===== src/hw/rtl/rbht_pkg.sv =====
`default_nettype none
package rbht_pkg;

    localparam int COORD_W = 32;
    localparam int TOL_W   = 16;
    localparam int QUO_W   = 32;
    localparam int NAXES   = 3;

    typedef logic [NAXES-1:0][COORD_W-1:0] t_vec3;

    typedef struct packed {
        logic signed [COORD_W-1:0] ray_origin_x;
        logic signed [COORD_W-1:0] ray_origin_y;
        logic signed [COORD_W-1:0] ray_origin_z;
        logic signed [COORD_W-1:0] ray_dir_x;
        logic signed [COORD_W-1:0] ray_dir_y;
        logic signed [COORD_W-1:0] ray_dir_z;
        logic signed [COORD_W-1:0] box_min_x;
        logic signed [COORD_W-1:0] box_min_y;
        logic signed [COORD_W-1:0] box_min_z;
        logic signed [COORD_W-1:0] box_max_x;
        logic signed [COORD_W-1:0] box_max_y;
        logic signed [COORD_W-1:0] box_max_z;
    } t_ray_box;

    typedef struct packed {
        logic hit;
    } t_hit;

    typedef logic [TOL_W-1:0] t_tol;

    typedef struct packed {
        t_vec3            org;
        t_vec3            dir;
        t_vec3            bmin;
        t_vec3            bmax;
        logic [NAXES-1:0] cand;
        logic             null_box;
        logic             in_box;
    } t_ctx;

endpackage
`default_nettype wire


===== src/hw/rtl/rbht_div_step.sv =====
`default_nettype none
module rbht_div_step
    import rbht_pkg::*;
#(
    parameter int RW  = 63,
    parameter int BIT = 31
) (
    input  wire logic                             i_clk,
    input  wire logic                             i_rst_n,
    input  wire logic                             i_valid,
    output logic                                  o_ready,
    input  wire t_ctx                             i_ctx,
    input  wire logic [NAXES-1:0][RW-1:0]         i_rem,
    input  wire logic [NAXES-1:0][COORD_W-1:0]    i_den,
    input  wire logic [NAXES-1:0][QUO_W-1:0]      i_quo,
    output logic                                  o_valid,
    input  wire logic                             i_ready,
    output t_ctx                                  o_ctx,
    output logic [NAXES-1:0][RW-1:0]              o_rem,
    output logic [NAXES-1:0][COORD_W-1:0]         o_den,
    output logic [NAXES-1:0][QUO_W-1:0]           o_quo
);
    logic                            r_valid;
    t_ctx                            r_ctx;
    logic [NAXES-1:0][RW-1:0]        r_rem, n_rem;
    logic [NAXES-1:0][COORD_W-1:0]   r_den;
    logic [NAXES-1:0][QUO_W-1:0]     r_quo, n_quo;

    always_comb begin
        logic [RW-1:0] v_sh;
        for (int a = 0; a < NAXES; a++) begin
            v_sh     = RW'(i_den[a]) << BIT;
            n_quo[a] = i_quo[a];
            if (i_rem[a] >= v_sh) begin
                n_rem[a]      = i_rem[a] - v_sh;
                n_quo[a][BIT] = 1'b1;
            end else begin
                n_rem[a] = i_rem[a];
            end
        end
    end

    assign o_ready = !r_valid || i_ready;

    always_ff @(posedge i_clk) begin
        if (!i_rst_n) begin
            r_valid <= 1'b0;
        end else if (o_ready) begin
            r_valid <= i_valid;
        end
    end

    always_ff @(posedge i_clk) begin
        if (o_ready) begin
            r_ctx <= i_ctx;
            r_rem <= n_rem;
            r_den <= i_den;
            r_quo <= n_quo;
        end
    end

    assign o_valid = r_valid;
    assign o_ctx   = r_ctx;
    assign o_rem   = r_rem;
    assign o_den   = r_den;
    assign o_quo   = r_quo;
endmodule
`default_nettype wire


===== config.mk =====
export PLATFORM = sky130hd
export DESIGN_NAME = rbht_div_step
export DESIGN_NICKNAME = d
export VERILOG_FILES = /design/src/hw/rtl/rbht_pkg.sv /design/src/hw/rtl/rbht_div_step.sv
export SDC_FILE = /design/constraint.sdc
export NUM_CORES = 1
export LEC_CHECK = 0
export BUFFER_PORTS_ARGS = -buffer_cell sky130_fd_sc_hd__buf_2
export CAP_MARGIN = 25
export CORE_AREA = 5 5 597 599
export CTS_CLUSTER_DIAMETER = 40
export DETAILED_ROUTE_END_ITERATION = 7
export DIE_AREA = 0 0 602 604
export GPL_TIMING_DRIVEN = 1
export PLACE_DENSITY = 0.3
export SETUP_SLACK_MARGIN = 0.1
export SYNTH_ARGS = -nofsm -noshare
export SYNTH_HDL_FRONTEND = slang
export SYNTH_SLANG_ARGS = --single-unit

===== constraint.sdc =====
create_clock -name i_clk -period 64.6 [get_ports i_clk]
set_input_delay 0 -clock i_clk [delete_from_list [all_inputs] [get_ports i_clk]]
set_output_delay 0 -clock i_clk [all_outputs]
set_load 0.01 [all_outputs]

## Yosys cells after proc, flatten, opt, wreduce, memory -nomap -nowiden

Cells that the tools add are included.

| storage, ports and cells | value |
|---|---|
| flip-flop bits (word level) | 771 |
| output and inout port bits | 772 |
| word-level logic and storage cells | 39 |

| cells by class | value |
|---|---|
| add/subtract/negate cells | 3 |
| $lt $le $gt $ge | 3 |
| mux-type cells | 3 |
| reduce and logical (&&, ||, !) cells | 2 |

Operators with widths:

| cell | number |
|---|---|
| $ge A63 B63 Y1 | 3 |
| $mux W63 | 3 |
| $sub A63 B63 Y63 | 3 |
| $logic_not A1 Y1 | 1 |
| $logic_or A1 B1 Y1 | 1 |

## Longest topological paths before layout

| logic depth | value |
|---|---|
| word-level depth | 2 |
| mapped depth | 15 |

## Least setup slack after synthesis

Ideal clock, no wire load.

| timing path | value |
|---|---|
| path type | input -> register |
| from | in i_ready |
| to | reg r_valid (netlist: o_valid) |
| setup time | 908 ps |
| data arrival time | 19,833 ps |
| path slack | 43,859 ps |
| stages on the path | 2 |
| cell sequence | nand2b_1 > a21boi_0 |

| on the way | value |
|---|---|
| cells in the longest elaborated chain, start to end | 1 |

RTL lines:

| what | RTL line | RTL |
|---|---|---|
| start: declaration | rbht_div_step.sv:17 | `input wire logic i_ready,` |
| $logic_or A1 B1 Y1 | rbht_div_step.sv:43 | `assign o_ready = !r_valid \|\| i_ready;` |
| end signal: assignment | rbht_div_step.sv:49 | `r_valid <= i_valid;` |
| end: declaration | rbht_div_step.sv:23 | `logic r_valid;` |

Every way passes these cells.
A chain may end at the register's enable or synchronous reset.

==> flow_metrics.py <==
metrics = {
    "status": {
        "run_status": "complete, no violations",
    },
    "timing": {
        "fmax_mhz": 211.0,
        "slew-limit-headroom_pct": 33.29,
        "timing_worst_slew_pin_value_ns": 1.001,
        "final_min_period_over_clock_period_pct": 7.338,
        "timing_hold_violations_final": 0,
        "finalCriticalPeriod_ns": 4.740,
        "setup_repair_after_global_routing_missed_its_margin": "no",
        "finalMaxSlewViolations": 0,
        "setup_tns_ns": 0,
        "setup_viol": 0,
        "clk_skew_ns": 0.1402,
    },
    "hold_path": {
        "timing.hold.worst.class": "in -> reg",
    },
    "critical_path": {
        "cpPeakStageDelay_ns": 0.58,
        "endpoint_kind": "flip-flop",
        "path_class": "in -> reg",
        "cp.arrival_ns": 5.33,
        "critical_path.max_fanout": 21,
        "start_kind": "input pin",
        "cp_slowest_cell": "dlygate4sd3_1",
        "path_common_cell": "dlygate4sd3_1",
        "critPathRequiredTime_ns": 65.19,
        "crit_path_cell_trace": "dlygate4sd3_1, buf_2, dlygate4sd3_1, inv_1, ha_1, inv_1, fa_1, a211oi_2, o31ai_2, o21ai_2, o211ai_2, a21o_1, a221o_1, a21oi_2, o21ai_4, buf_4, mux2_2, dlygate4sd3_1",
    },
    "synth": {
        "netlist.area_leader.share_pct": 77.07,
        "leading_post_synthesis_cells_by_cell_area": "edfxtp_1, ha_1, a21oi_1, inv_1, xnor2_1",
        "dominant_cell_type_by_area_after_synthesis": "edfxtp_1",
        "synth_commonest_cells": "edfxtp_1, inv_1, a21oi_1",
        "postSynthRegisterBits": 771,
        "post_synth_instance_area_um2": 30000,
        "yosys_most_used_dff": "edfxtp_1",
        "postSynth.asyncResetShare_pct": 0,
        "syn_avg_cell_area_um2": 16.83,
        "yosysWarnings": 0,
        "synthMostInstantiatedCell": "edfxtp_1",
        "netlist-cell-type-count": 68,
        "netlist_instances": 1783,
        "seq_area_frac_synth_pct": 77.14,
        "mappedNetlistNets": 2656,
        "number_of_flops_mapped_to_enable_cells_by_yosys": 770,
    },
    "power": {
        "ir_drop_v": 0.00002156,
        "power_per_cell_area_nw_per_um2": 31.15,
        "static-leakage-power_uw": 0.02724,
    },
    "die": {
        "die_w_um": 602,
        "fp-row-count": 218,
        "die_y_um": 604,
        "initial_core_util_pct": 8.553,
        "num_io_pins": 1546,
        "core-area_um2": 350800,
        "die-area_um2": 363600,
    },
    "clock_tree": {
        "tritoncts_clock_tree": "yes",
        "cts_post_setup_buffers_inserted": 0,
        "clkTransAtPathRegs_ns": 0.05,
        "htreeDepth": 4,
        "cts_inserted_buffers": 213,
        "cts_num_sinks": 771,
        "clockRootBuffer": "clkbuf_16",
        "clock_insertion_delay_worst_skew_ns": 0.91,
        "max-clock-path-buffers": 4,
    },
    "grt": {
        "number_of_antenna_violations_at_the_first_check_in_global_routing": 115,
        "grt_start_max_net_pins": 74,
        "globalRoute.totalOverflow": 0,
        "grtUsageTotal_pct": 14.12,
        "vias_in_the_first_global_route": 32130,
        "grt_first_pass_wirelength_mm": 339.0,
    },
    "detailed_routing": {
        "viasPerCell": 3.125,
        "postRouteAntennaNets": 0,
        "postRouteWirelength_mm": 269.3,
        "drt_iter0_markers": 2064,
        "vias": 30750,
        "drcViolationCount": 0,
        "routed_length_per_instance_um": 27.37,
        "drt_pre_antenna_iters": 5,
    },
    "cells_and_area": {
        "multi_input_comb_area_um2": 6223,
        "layout-area-overhead-vs-synth_pct": 119.5,
        "reg_area_um2": 23140,
        "layout.nets": 5884,
        "post_route_cells_drive_above_1_share_pct": 38.38,
        "final_design_area_no_fill_um2": 65840,
        "fillCellCount": 38640,
        "post-route-util_pct": 18.77,
        "finalNonFillerCells": 9841,
    },
    "placed_design": {
        "place.detailed.instances": 7933,
        "dpl.hpwl_mm": 226.2,
        "port-buffer-count": 1545,
        "place_congestion": 0.9438,
        "post_dp_cell_area_um2": 43500,
    },
    "run": {
        "cap_viol_max_count": 0,
    },
}
## through the flow
stage                     power, uW  setup WS [ns]  hold slack, ns
final                          2051          59.86         0.05219
after global routing           2134          59.68         0.02506
after CTS                      2098          59.89        0.002675
after detailed placement      880.4          59.82          0.1781
after global placement        883.3          59.84          0.1770
after floorplan               728.1          43.86         0.09887
## state kept, by name (all words and copies together) (netlist names)
| register | count |
|---|---|
| o_ctx | 389 |
| o_rem | 189 |
| o_den | 96 |
| o_quo | 96 |
| o_valid | 1 |
## metal layers
metal	global-route usage, %	up-vias	part of all wire, %
met4	3.573	14	2.9
met3	3.221	385	5.9
met1	17.28	15420	42
met2	24.90	1455	50
li1	-	13480	-
met5	0	-	0.036
## layout make-up
type,instances,area share (%)
timing repair buffer,3048,34.54
sequential,771,35.15
clock inverter,167,3.027
antenna,28,0.1064
tap,4620,8.779
clock buffer,230,8.225
inverter,126,0.7183
multi-input combinational,851,9.452
## worst max-delay path: cells and delay by family
family          cells  cell delay, ns
buf+inv             7            2.45
compound gates      8            1.96
fa+ha+maj           2            0.50
mux                 1            0.39
## report_power, final
| part | total [uW] | leakage, uW | switching, uW | internal (uW) |
|---|---|---|---|---|
| combinational | 310 | 0.0158 | 170 | 140 |
| clock | 1100 | 0.00349 | 371 | 733 |
| sequential | 637 | 0.00799 | 35.8 | 602 |
## worst paths after layout
kind,startpoint,to,slack [ns],cells after the start
worst max-delay path,i_rem[157],o_rem[159],59.86,18
worst min-delay path,i_ctx[178],o_ctx[178],0.05,2
worst max register to register,o_valid,o_ctx[61],60.00,6
worst min register to register,o_valid,o_rem[123],1.06,1
## cell families after synthesis
| kind of cell | after synthesis | synth area share [%] |
|---|---|---|
| muxes | 46 | 2.064 |
| AOI/OAI and AO/OA | 342 | 7.370 |
| buffers and inverters | 161 | 2.210 |
| DFF | 771 | 77.14 |
| and+or+nand+nor | 282 | 4.617 |
| adders and majority gates | 99 | 4.204 |
| xor gates and xnor gates | 82 | 2.394 |
## what timing repair did
| item | in CTS | in global routing |
|---|---|---|
| resized for setup | 0 | 0 |
| hold buffers | 1481 | 1 |
| endpoints found under the hold margin | 810 | 1 |
## layout by cell type (no fill, tap or decap), types with 5 or more instances in the layout
cell           synthesis  routed
a211oi_1               9       9
clkbuf_1              18      16
o21bai_1              10      10
nor3_1                 9       9
diode_2                0      28
clkbuf_16              0     214
and3_1                10      10
clkinvlp_4             0      41
nor2b_1               15      15
mux2_2                12      12
a21o_1                54      54
mux2_4                28      28
ha_1                  96      96
nand2_1               73      73
xor2_1                29      29
buf_2                 11    1545
clkinv_4               0      19
dlygate4sd3_1          0    1482
o21a_1                12      12
or2_2                  5       5
nand3_1               28      28
nor4_1                25      23
a21oi_1              107     107
inv_1                126     126
buf_4                  0      20
and2_1                 7       7
clkinv_1               0      20
xnor2_1               53      53
clkinv_2               0      24
o21ai_1                8       8
edfxtp_1             770     770
nand2b_1               7       6
a31oi_1               13      13
o21ai_0               70      70
bufinv_16              0      31
o31ai_1                8       8
nand4_1               20      20
inv_6                  0      24
nor2_1                69      69
Power figures use the tool's default switching activity.
