`src/hw/rtl/rbht_pkg.sv`:
```
`default_nettype none
package rbht_pkg;

    localparam int COORD_W = 32;
    localparam int TOL_W   = 16;
    localparam int QUO_W   = 32;
    localparam int NAXES   = 3;

    typedef logic [NAXES-1:0][COORD_W-1:0] t_vec3;

    typedef struct packed {
        logic signed [COORD_W-1:0] ray_origin_x;
        logic signed [COORD_W-1:0] ray_origin_y;
        logic signed [COORD_W-1:0] ray_origin_z;
        logic signed [COORD_W-1:0] ray_dir_x;
        logic signed [COORD_W-1:0] ray_dir_y;
        logic signed [COORD_W-1:0] ray_dir_z;
        logic signed [COORD_W-1:0] box_min_x;
        logic signed [COORD_W-1:0] box_min_y;
        logic signed [COORD_W-1:0] box_min_z;
        logic signed [COORD_W-1:0] box_max_x;
        logic signed [COORD_W-1:0] box_max_y;
        logic signed [COORD_W-1:0] box_max_z;
    } t_ray_box;

    typedef struct packed {
        logic hit;
    } t_hit;

    typedef logic [TOL_W-1:0] t_tol;

    typedef struct packed {
        t_vec3            org;
        t_vec3            dir;
        t_vec3            bmin;
        t_vec3            bmax;
        logic [NAXES-1:0] cand;
        logic             null_box;
        logic             in_box;
    } t_ctx;

endpackage
`default_nettype wire

```
`src/hw/rtl/rbht_front.sv`:
```
`default_nettype none
module rbht_front
    import rbht_pkg::*;
#(
    parameter int FRAC_BITS = 16,
    parameter int RW        = 63
) (
    input  wire logic                       i_clk,
    input  wire logic                       i_rst_n,
    input  wire logic                       i_valid,
    output logic                            o_ready,
    input  wire t_ray_box                   i_word,
    output logic                            o_valid,
    input  wire logic                       i_ready,
    output t_ctx                            o_ctx,
    output logic [NAXES-1:0][RW-1:0]        o_rem,
    output logic [NAXES-1:0][COORD_W-1:0]   o_den
);
    logic                          r_valid;
    t_ctx                          r_ctx, n_ctx;
    logic [NAXES-1:0][RW-1:0]      r_rem, n_rem;
    logic [NAXES-1:0][COORD_W-1:0] r_den, n_den;

    always_comb begin
        logic signed [COORD_W:0] v_diff;
        logic signed [COORD_W:0] v_mag;
        logic                    v_below;
        logic                    v_above;
        n_ctx.org  = {i_word.ray_origin_z, i_word.ray_origin_y, i_word.ray_origin_x};
        n_ctx.dir  = {i_word.ray_dir_z, i_word.ray_dir_y, i_word.ray_dir_x};
        n_ctx.bmin = {i_word.box_min_z, i_word.box_min_y, i_word.box_min_x};
        n_ctx.bmax = {i_word.box_max_z, i_word.box_max_y, i_word.box_max_x};
        n_ctx.null_box = (n_ctx.bmin == n_ctx.bmax);
        n_ctx.in_box   = 1'b1;
        for (int a = 0; a < NAXES; a++) begin
            v_below = $signed(n_ctx.org[a]) < $signed(n_ctx.bmin[a]);
            v_above = $signed(n_ctx.org[a]) > $signed(n_ctx.bmax[a]);
            if (v_below || v_above) begin
                n_ctx.in_box = 1'b0;
            end
            if (v_below) begin
                v_diff = (COORD_W+1)'($signed(n_ctx.bmin[a])) - (COORD_W+1)'($signed(n_ctx.org[a]));
            end else begin
                v_diff = (COORD_W+1)'($signed(n_ctx.org[a])) - (COORD_W+1)'($signed(n_ctx.bmax[a]));
            end
            v_mag = $signed(n_ctx.dir[a]) < 0 ? -(COORD_W+1)'($signed(n_ctx.dir[a]))
                                              : (COORD_W+1)'($signed(n_ctx.dir[a]));
            n_ctx.cand[a] = v_below ? ($signed(n_ctx.dir[a]) > 0)
                                    : (v_above && $signed(n_ctx.dir[a]) < 0);
            n_rem[a] = RW'(v_diff[COORD_W-1:0]) << FRAC_BITS;
            n_den[a] = v_mag[COORD_W-1:0];
        end
    end

    assign o_ready = !r_valid || i_ready;

    always_ff @(posedge i_clk) begin
        if (!i_rst_n) begin
            r_valid <= 1'b0;
        end else if (o_ready) begin
            r_valid <= i_valid;
        end
    end

    always_ff @(posedge i_clk) begin
        if (o_ready) begin
            r_ctx <= n_ctx;
            r_rem <= n_rem;
            r_den <= n_den;
        end
    end

    assign o_valid = r_valid;
    assign o_ctx   = r_ctx;
    assign o_rem   = r_rem;
    assign o_den   = r_den;
endmodule
`default_nettype wire

```
`config.mk`:
```
export PLATFORM = sky130hd
export DESIGN_NAME = rbht_front
export DESIGN_NICKNAME = d
export VERILOG_FILES = /design/src/hw/rtl/rbht_pkg.sv /design/src/hw/rtl/rbht_front.sv
export SDC_FILE = /design/constraint.sdc
export NUM_CORES = 1
export LEC_CHECK = 0
export BUFFER_PORTS_ARGS = -buffer_cell sky130_fd_sc_hd__buf_2
export CORE_AREA = 2 2 410 412
export CTS_BUF_LIST = sky130_fd_sc_hd__clkbuf_4
export DETAILED_ROUTE_END_ITERATION = 10
export DIE_AREA = 0 0 412 414
export PLACE_DENSITY = 0.45
export SETUP_SLACK_MARGIN = 0.5
export SLEW_MARGIN = 0
export SYNTH_ARGS = -nofsm -noshare
export SYNTH_HDL_FRONTEND = slang
export SYNTH_SLANG_ARGS = --single-unit
```
`constraint.sdc`:
```
create_clock -name i_clk -period 29.3 [get_ports i_clk]
set_clock_uncertainty 0.2 [all_clocks]
set_input_delay 1.465 -clock i_clk [delete_from_list [all_inputs] [get_ports i_clk]]
set_output_delay 1.465 -clock i_clk [all_outputs]
set_load 0.005 [all_outputs]
```
### Word level (Yosys, flattened, before mapping)

Cells that the tools add are included.

* register bits after elaboration: 582
* input bits: 388
* logic and storage cells: 63
* output and inout bits: 676

* reductions and logical operators: 9
* magnitude comparators: 12
* equal/unequal tests: 1
* add/sub/neg operators: 9
* muxes and demuxes: 10

Operators by type and width (count)
* 32-bit two-way mux: 6
* 32-bit subtractor: 6
* 96-bit == test: 1
* 32-bit by 1-bit greater-than comparator with 1-bit output, second input constant: 3
* 32-bit greater-than comparator: 3
* 32-bit by 1-bit less-than comparator with 1-bit output, second input constant: 3
* 32-bit less-than comparator: 3
* 32-bit negator: 3
* 1-bit logical OR: 4
* 1-bit two-way mux: 4
* 1-bit logical AND: 3
* 2-bit OR reduction: 1
* 1-bit zero test: 1

### Depth between registers and ports, before layout

Gate-level depths: netlist (run 1).

* depth in word-level cells: 3
* gate-level depth with buffers: 16
* depth with buffers taken out: 14

### Worst setup path before layout (run 1)

Ideal clock, no wire load.

* path type: input-to-reg
* start: input port i_ready
* end: register r_valid (netlist: o_valid)
* arrival time: 16.384 ns
* data required time: 28.372 ns
* path slack: 11.988 ns
* setup time: 0.728 ns
* cell stages on the path: 2
* path through: nand2b_1 a21boi_0

* word-level cells in the longest chain between the ends: 1

RTL lines
* from (decl): RTL line rbht_front.sv:14 `input wire logic i_ready,`
* 1-bit logical OR: RTL line rbht_front.sv:55 `assign o_ready = !r_valid || i_ready;`
* to (signal assigned): RTL line rbht_front.sv:61 `r_valid <= i_valid;`
* to (decl): RTL line rbht_front.sv:19 `logic r_valid;`

Every way passes these cells.
A chain may end at the register's enable or synchronous reset.

==> reports/summary.json, run 1 <==
{
  "die": {
    "placeableCoreArea_um2": 166300,
    "boundaryPins": 1064,
    "initial_utilization": 0.1956,
    "die-area_um2": 170600,
    "die_w_um": 412,
    "die_span_in_y_um": 414,
    "rows": 150
  },
  "power": {
    "seq_power_share": 0.431,
    "internal-power_mw": 1.632,
    "switching_power_mw": 0.7968,
    "vdd_ir_drop_max_uv": 38.09,
    "cellPowerDensity_nw_per_um2": 57.71,
    "clock_power_share": 0.326,
    "leakage_nw": 18.46,
    "power.share.switching": 0.3280,
    "combPwrFrac": 0.243
  },
  "timing": {
    "slew_viol_final": 0,
    "worst_setup_slack_after_layout_ns": 23.57,
    "totalNegativeSetupSlack_ns": 0,
    "rsz0062_at_grt": "no",
    "max_slew.worst_pin.slew_ns": 0.9673,
    "hold_viol_final": 0,
    "achievable-frequency_mhz": 174.4,
    "period_minus_slack_ns": 5.733,
    "finalHoldWorstSlack_ns": 0.2345,
    "final-setup-viol-count": 0,
    "post_route_fraction_of_the_period_consumed_by_the_critical_path": 0.1957,
    "slew_headroom": 0.3413
  },
  "logic_synthesis": {
    "synthDominantAreaCellType": "edfxtp_1",
    "synth_enable_flop_cells": 578,
    "post_synth.cell_area_avg_um2": 11.36,
    "synthesis.yosys.warnings": 0,
    "synth_sequential_area_ratio": 0.5342,
    "synth_top_cell_area_share": 0.5336,
    "ys_async_sr_fraction": 0,
    "number_of_distinct_standard_cells_referenced_by_the_synthesized_netlist": 77,
    "yosysMostFrequentCell": "edfxtp_1",
    "yosys_register_bits": 579,
    "synth.top_cells.by_area": "edfxtp_1 53%, ha_1 7.5%, xnor2_1 6.6%",
    "ys_top_cells_by_count": "578 x edfxtp_1, 271 x inv_1, 245 x xnor2_1",
    "synthFlopType": "edfxtp_1",
    "netlist_area_um2": 32530,
    "syn_inst": 2862
  },
  "setup_path": {
    "criticalPathCategory": "in2reg",
    "critical-path-slowest-cell": "mux2i_4",
    "crit_path_max_incr_delay_ns": 0.89,
    "required_worst_endpoint_ns": 30.10,
    "critical_path.max_fanout": 32,
    "timing.critical_path.cells": "dlygate4sd3_1 -> buf_2 -> ha_1 -> inv_1 -> fa_1 -> a21oi_1 -> o22ai_1 -> a41oi_1 -> or2_2 -> o21ai_0 -> buf_4 -> a211oi_1 -> mux2i_4 -> buf_4 -> o211ai_1 -> o32a_1",
    "cp.arrival_ns": 6.53,
    "worst_path_most_repeated_cell": "buf_4",
    "worst_setup_path_end_kind": "register",
    "cp-start-kind": "input port"
  },
  "clocking": {
    "tritoncts_num_sinks": 579,
    "h-tree-depth": 4,
    "root_buffer_cell": "clkbuf_4",
    "cts_tree": "done",
    "post_cts.repair.setup_buffers": 0,
    "cts_buffers": 175,
    "path_clk_slew_ns": 0.06,
    "cts.path.max_buffers": 3,
    "clock_latency_ns": 1.27
  },
  "grt": {
    "grt.total_usage": 0.1774,
    "grt_pass1_wl_um": 208800,
    "global_route.overflow_total": 0,
    "antenna_found_initial": 43,
    "grt_pass1_vias": 26150,
    "largest_net_degree_at_the_start_of_global_routing": 150
  },
  "drt": {
    "via_count_normalized_by_instance_count": 4.299,
    "drt_pass_1_iters": 7,
    "routed-via-count": 27250,
    "dr.first_iter.drc_count": 1779,
    "drc_violations_left": 0,
    "ant_nets": 0,
    "routed_wire_length_per_instance_um": 24.80,
    "totalWireLength_um": 157200
  },
  "outcome": {
    "run_status": "complete, no violations"
  },
  "placement": {
    "port_buffers": 970,
    "gp_congestion": 0.8788,
    "dp_hpwl_um": 132400,
    "detailedPlace.worstSlack_ns": 22.70,
    "cell_area_reported_after_detailed_placement_um2": 39750
  },
  "cells_and_area": {
    "fin_nets": 4572,
    "area_growth_syn_to_layout_pct": 29.42,
    "layout.cell_area.non_filler_um2": 42090,
    "layout-drive-gt1-share": 0.3145
  },
  "hold_path": {
    "hold_removal_path_class": "in2reg"
  },
  "job": {
    "drv.max_cap_violation_count": 0
  }
}
[critical path, delay by kind of cell]
kind,cells,cell delay (ns)
AO/OA/AOI/OAI,7,1.89
adder cells (fa/ha/maj),2,0.61
buffers and inverters,5,1.43
multiplexers,1,0.89
AND/OR/NAND/NOR,1,0.21
[area by class of cell]
type / count / area (µm²)
fillers: 18090 / 124200
flip-flops and latches: 579 / 17380
multi-input cells: 1956 / 13600
repair buffers: 1000 / 5125
well taps: 2204 / 2758
clock buffers: 239 / 1794
inverters: 271 / 1017
clock inverters: 73 / 376.6
diodes: 17 / 42.54
[worst paths after layout]
kind | slack (ns) | depth (start not counted) | end | startpoint
worst max register to register | 25.49 | 4 | o_ctx[221] | o_valid
worst min-delay path | 0.23 | 1 | o_ctx[43] | i_word[38]
worst max-delay path | 23.57 | 16 | o_rem[173] | i_word[288]
worst min register to register | 1.00 | 2 | o_rem[30] | o_valid
[metrics by stage]
stage          power, mW  std cells    util
2_1_floorplan      1.369       2954       -
3_3_place_gp       1.670       5997  0.2391
3_5_place_dp       1.669       5997  0.2391
4_1_cts            2.492       6322  0.2529
5_1_grt            2.572       6333  0.2531
6_report           2.429       6339  0.2531
[power by group through the flow]
stage | registers, mW | logic, mW | clock network, mW
finish | 1.05 | 0.590 | 0.792
global route | 1.06 | 0.641 | 0.875
CTS | 1.05 | 0.607 | 0.836
detailed placement | 1.07 | 0.603 | 0
global placement | 1.07 | 0.604 | 0
floorplan | 1.10 | 0.273 | 0
[state kept, by name (all words and copies together) (netlist names)]
| signal | count |
|---|---|
| o_valid | 1 |
| o_den | 93 |
| o_rem | 96 |
| o_ctx | 389 |
[placed cells by master, fill, tap and decap left out, types with 8 or more instances in the layout]
cell type / netlist / final
a211oi_1: 20 / 20
a21boi_0: 8 / 8
a21o_1: 100 / 100
a21oi_1: 179 / 178
a31oi_1: 19 / 19
and2_1: 13 / 13
and3_1: 21 / 21
buf_2: 0 / 970
buf_4: 96 / 16
clkbuf_4: 0 / 239
clkinv_1: 0 / 44
clkinv_2: 0 / 16
conb_1: 1 / 93
diode_2: 0 / 17
dlygate4sd3_1: 0 / 13
edfxtp_1: 578 / 578
ha_1: 195 / 195
inv_1: 271 / 271
mux2i_1: 12 / 11
nand2_1: 191 / 191
nand2b_1: 48 / 47
nand3_1: 44 / 44
nand4_1: 49 / 49
nor2_1: 104 / 104
nor2b_1: 22 / 22
nor3_1: 38 / 38
nor4_1: 26 / 26
o211ai_1: 14 / 14
o21a_1: 20 / 20
o21ai_0: 168 / 168
o21bai_1: 29 / 29
o22ai_1: 9 / 9
o31ai_1: 32 / 32
o41ai_1: 15 / 15
or2_2: 10 / 10
or3_1: 24 / 24
or4_1: 16 / 16
xnor2_1: 245 / 245
xor2_1: 87 / 87
[metal layers]
| metal | share of wire | wire (µm) | track usage | vias to the layer above |
|---|---|---|---|---|
| li1 | - | - | - | 12650 |
| met1 | 0.41 | 64180 | 0.2129 | 13200 |
| met2 | 0.50 | 79340 | 0.3138 | 1189 |
| met3 | 0.063 | 9842 | 0.03976 | 209 |
| met4 | 0.024 | 3785 | 0.05171 | 10 |
| met5 | 0.00040 | 63 | 0 | - |
[cell families after synthesis]
group / after synthesis / synth area share
multiplexers: 19 / 0.006117
AND/OR/NAND/NOR: 628 / 0.09744
flip-flops: 579 / 0.5342
buffers and inverters: 419 / 0.05943
adder cells (fa/ha/maj): 201 / 0.07870
AO/OA/AOI/OAI: 683 / 0.1346
XOR/XNOR: 332 / 0.08940
other: 1 / 0.0001153
[what timing repair did]
item | CTS | global route
hold endpoints to repair | 12 | 0
hold buffers | 13 | 0
resized for setup | 0 | 0
(Power assumes the default switching activity.)
==> inputs of run 2 (changes only) <==
--- a/config.mk
+++ b/config.mk
@@ -6,11 +6,11 @@
 export NUM_CORES = 1
 export LEC_CHECK = 0
 export BUFFER_PORTS_ARGS = -buffer_cell sky130_fd_sc_hd__buf_2
-export CORE_AREA = 2 2 410 412
+export CORE_AREA = 2 2 409 411
 export CTS_BUF_LIST = sky130_fd_sc_hd__clkbuf_4
 export DETAILED_ROUTE_END_ITERATION = 10
-export DIE_AREA = 0 0 412 414
-export PLACE_DENSITY = 0.45
+export DIE_AREA = 0 0 411 413
+export PLACE_DENSITY = 0.46
 export SETUP_SLACK_MARGIN = 0.5
 export SLEW_MARGIN = 0
 export SYNTH_ARGS = -nofsm -noshare
==> constraint.sdc (replaced) <==
create_clock -name i_clk -period 4.8 [get_ports i_clk]
set_clock_uncertainty 0.2 [all_clocks]
set_input_delay 0.24 -clock i_clk [delete_from_list [all_inputs] [get_ports i_clk]]
set_output_delay 0.24 -clock i_clk [all_outputs]
set_load 0.005 [all_outputs]
==> reports/summary.json, run 2 (same netlist as run 1, synthesis figures left out) <==
{
  "outcome": {
    "run_status": "complete, no violations"
  },
  "placement": {
    "cell_area_reported_after_detailed_placement_um2": 40090,
    "port_buffers": 970,
    "gp_congestion": 0.8884,
    "dp_hpwl_um": 134000
  },
  "power": {
    "switching_power_mw": 5.038,
    "combPwrFrac": 0.280,
    "clock_power_share": 0.304,
    "cellPowerDensity_nw_per_um2": 300.8,
    "leakage_nw": 22.30,
    "seq_power_share": 0.417,
    "power.share.switching": 0.3271,
    "internal-power_mw": 10.36,
    "vdd_ir_drop_max_uv": 206.7
  },
  "cells_and_area": {
    "area_growth_syn_to_layout_pct": 57.40,
    "n_fill_cell": 17090,
    "layout-drive-gt1-share": 0.2700,
    "fin_nets": 5472,
    "layout.area.seq_um2": 17380,
    "fin_util": 0.3086,
    "multiInputGateArea_um2": 13720,
    "layout.cell_area.non_filler_um2": 51200,
    "layout.cells.most_common": "buf_2",
    "max_ffs_per_register": 389,
    "mostFrequentLayoutCells": "970 x buf_2, 880 x dlygate4sd3_1, 578 x edfxtp_1"
  },
  "timing": {
    "period_minus_slack_ns": 4.431,
    "rsz0062_at_grt": "yes",
    "slew_headroom": 0.1863,
    "achievable-frequency_mhz": 225.7,
    "final-setup-viol-count": 0,
    "post_route_fraction_of_the_period_consumed_by_the_critical_path": 0.9231,
    "max_slew.worst_pin.slew_ns": 1.209,
    "slew_viol_final": 0,
    "hold_viol_final": 0,
    "totalNegativeSetupSlack_ns": 0
  },
  "setup_path": {
    "worst_setup_path_end_kind": "register",
    "worst_path_most_repeated_cell": "dlygate4sd3_1",
    "worstPathBufferInverterCount": 6,
    "critical-path-top-delay-family": "buffers and inverters",
    "cp.arrival_ns": 5.17,
    "critical_path.max_fanout": 4,
    "timing.critical_path.cells": "dlygate4sd3_1 -> buf_2 -> dlygate4sd3_1 -> inv_1 -> ha_1 -> nand2b_1 -> nand4bb_4 -> or3_1 -> or4_4 -> or4_1 -> or4_4 -> dlygate4sd3_1 -> nand2_1 -> xnor2_1 -> dlygate4sd3_1",
    "crit_path_max_incr_delay_ns": 0.62,
    "required_worst_endpoint_ns": 5.54,
    "critical-path-slowest-cell": "dlygate4sd3_1",
    "cp-start-kind": "input port",
    "criticalPathCategory": "in2reg"
  },
  "grt": {
    "grt_pass1_vias": 31620,
    "antenna_found_initial": 26,
    "largest_net_degree_at_the_start_of_global_routing": 109,
    "grt_pass1_wl_um": 237600,
    "grt.total_usage": 0.2001,
    "global_route.overflow_total": 0
  },
  "drt": {
    "met2WireLength_um": 88520,
    "drt_pass_1_iters": 5,
    "routed-wl-met3_um": 11130,
    "route.layer.met1.wl_um": 70100,
    "dr.first_iter.drc_count": 2133,
    "drc_violations_left": 0,
    "ant_nets": 0,
    "totalWireLength_um": 176400,
    "routed_wire_length_per_instance_um": 24.42,
    "routed-via-count": 31560,
    "topRoutingLayerUsed": "met5",
    "via_count_normalized_by_instance_count": 4.368
  },
  "clocking": {
    "clock_latency_ns": 1.17,
    "h-tree-depth": 4,
    "path_clk_slew_ns": 0.06,
    "cts_tree": "done",
    "tritoncts_num_sinks": 579,
    "root_buffer_cell": "clkbuf_4",
    "cts.path.max_buffers": 3,
    "cts_buffers": 166
  },
  "die": {
    "boundaryPins": 1064,
    "placeableCoreArea_um2": 165900,
    "die-area_um2": 169700,
    "die_w_um": 411,
    "initial_utilization": 0.1960,
    "rows": 150,
    "die_span_in_y_um": 413
  },
  "hold_path": {
    "hold_removal_path_class": "in2reg"
  },
  "job": {
    "drv.max_cap_violation_count": 0
  }
}
[run 2: power by group through the flow]
stage / Combinational (mW) / Clock, mW / Sequential (mW)
final: 4.31 / 4.68 / 6.42
after global routing: 4.64 / 5.10 / 6.46
after CTS: 4.33 / 4.85 / 6.42
after detailed placement: 3.70 / 0 / 6.52
after global placement: 3.71 / 0 / 6.52
after floorplan: 1.67 / 0 / 6.58
[run 2: metrics by stage]
step	worst slack [ns]	std cells	power, mW	hold WS, ns
4_1_cts	0.5336	7203	15.60	0.0001532
6_report	0.3690	7224	15.40	0.1453
5_1_grt	0.3537	7217	16.19	0.004183
3_3_place_gp	0.4192	6032	10.23	0.2341
3_5_place_dp	0.3182	6032	10.22	0.2374
2_1_floorplan	-0.3093	2954	8.249	0.1389
[run 2: timing repair]
item / CTS / global route
setup buffers: 0 / 4
resized for setup: 0 / 24
hold endpoints to repair: 679 / 6
hold buffers: 883 / 2
setup endpoints to repair: 0 / 48
[run 2: worst register-to-register path: stages (launching register included)]
cell and delay [ns]:
dfxtp_2 0.35, nand2b_4 0.59, buf_12 0.66
[run 2: final timing paths]
path | start | endpoint | slack, ns | depth (start not counted)
worst max-delay path | i_word[257] | o_den[24] | 0.37 | 15
worst min-delay path | i_word[256] | o_ctx[197] | 0.15 | 3
worst max register to register | o_valid | o_den[42] | 2.45 | 2
worst min register to register | o_valid | o_ctx[113] | 0.95 | 1
[run 2: final cells by class]
class	count	area share
clock buffers	233	0.03417
well taps	2204	0.05386
multi-input cells	1956	0.2680
clock inverters	55	0.006037
diodes	17	0.0008309
repair buffers	1909	0.2778
flip-flops and latches	579	0.3394
inverters	271	0.01987
[run 2: layer usage]
metal,vias up,GRT usage
li1,14490,-
met1,15400,0.2311
met2,1407,0.3572
met3,254,0.04419
met4,10,0.07932
met5,-,0
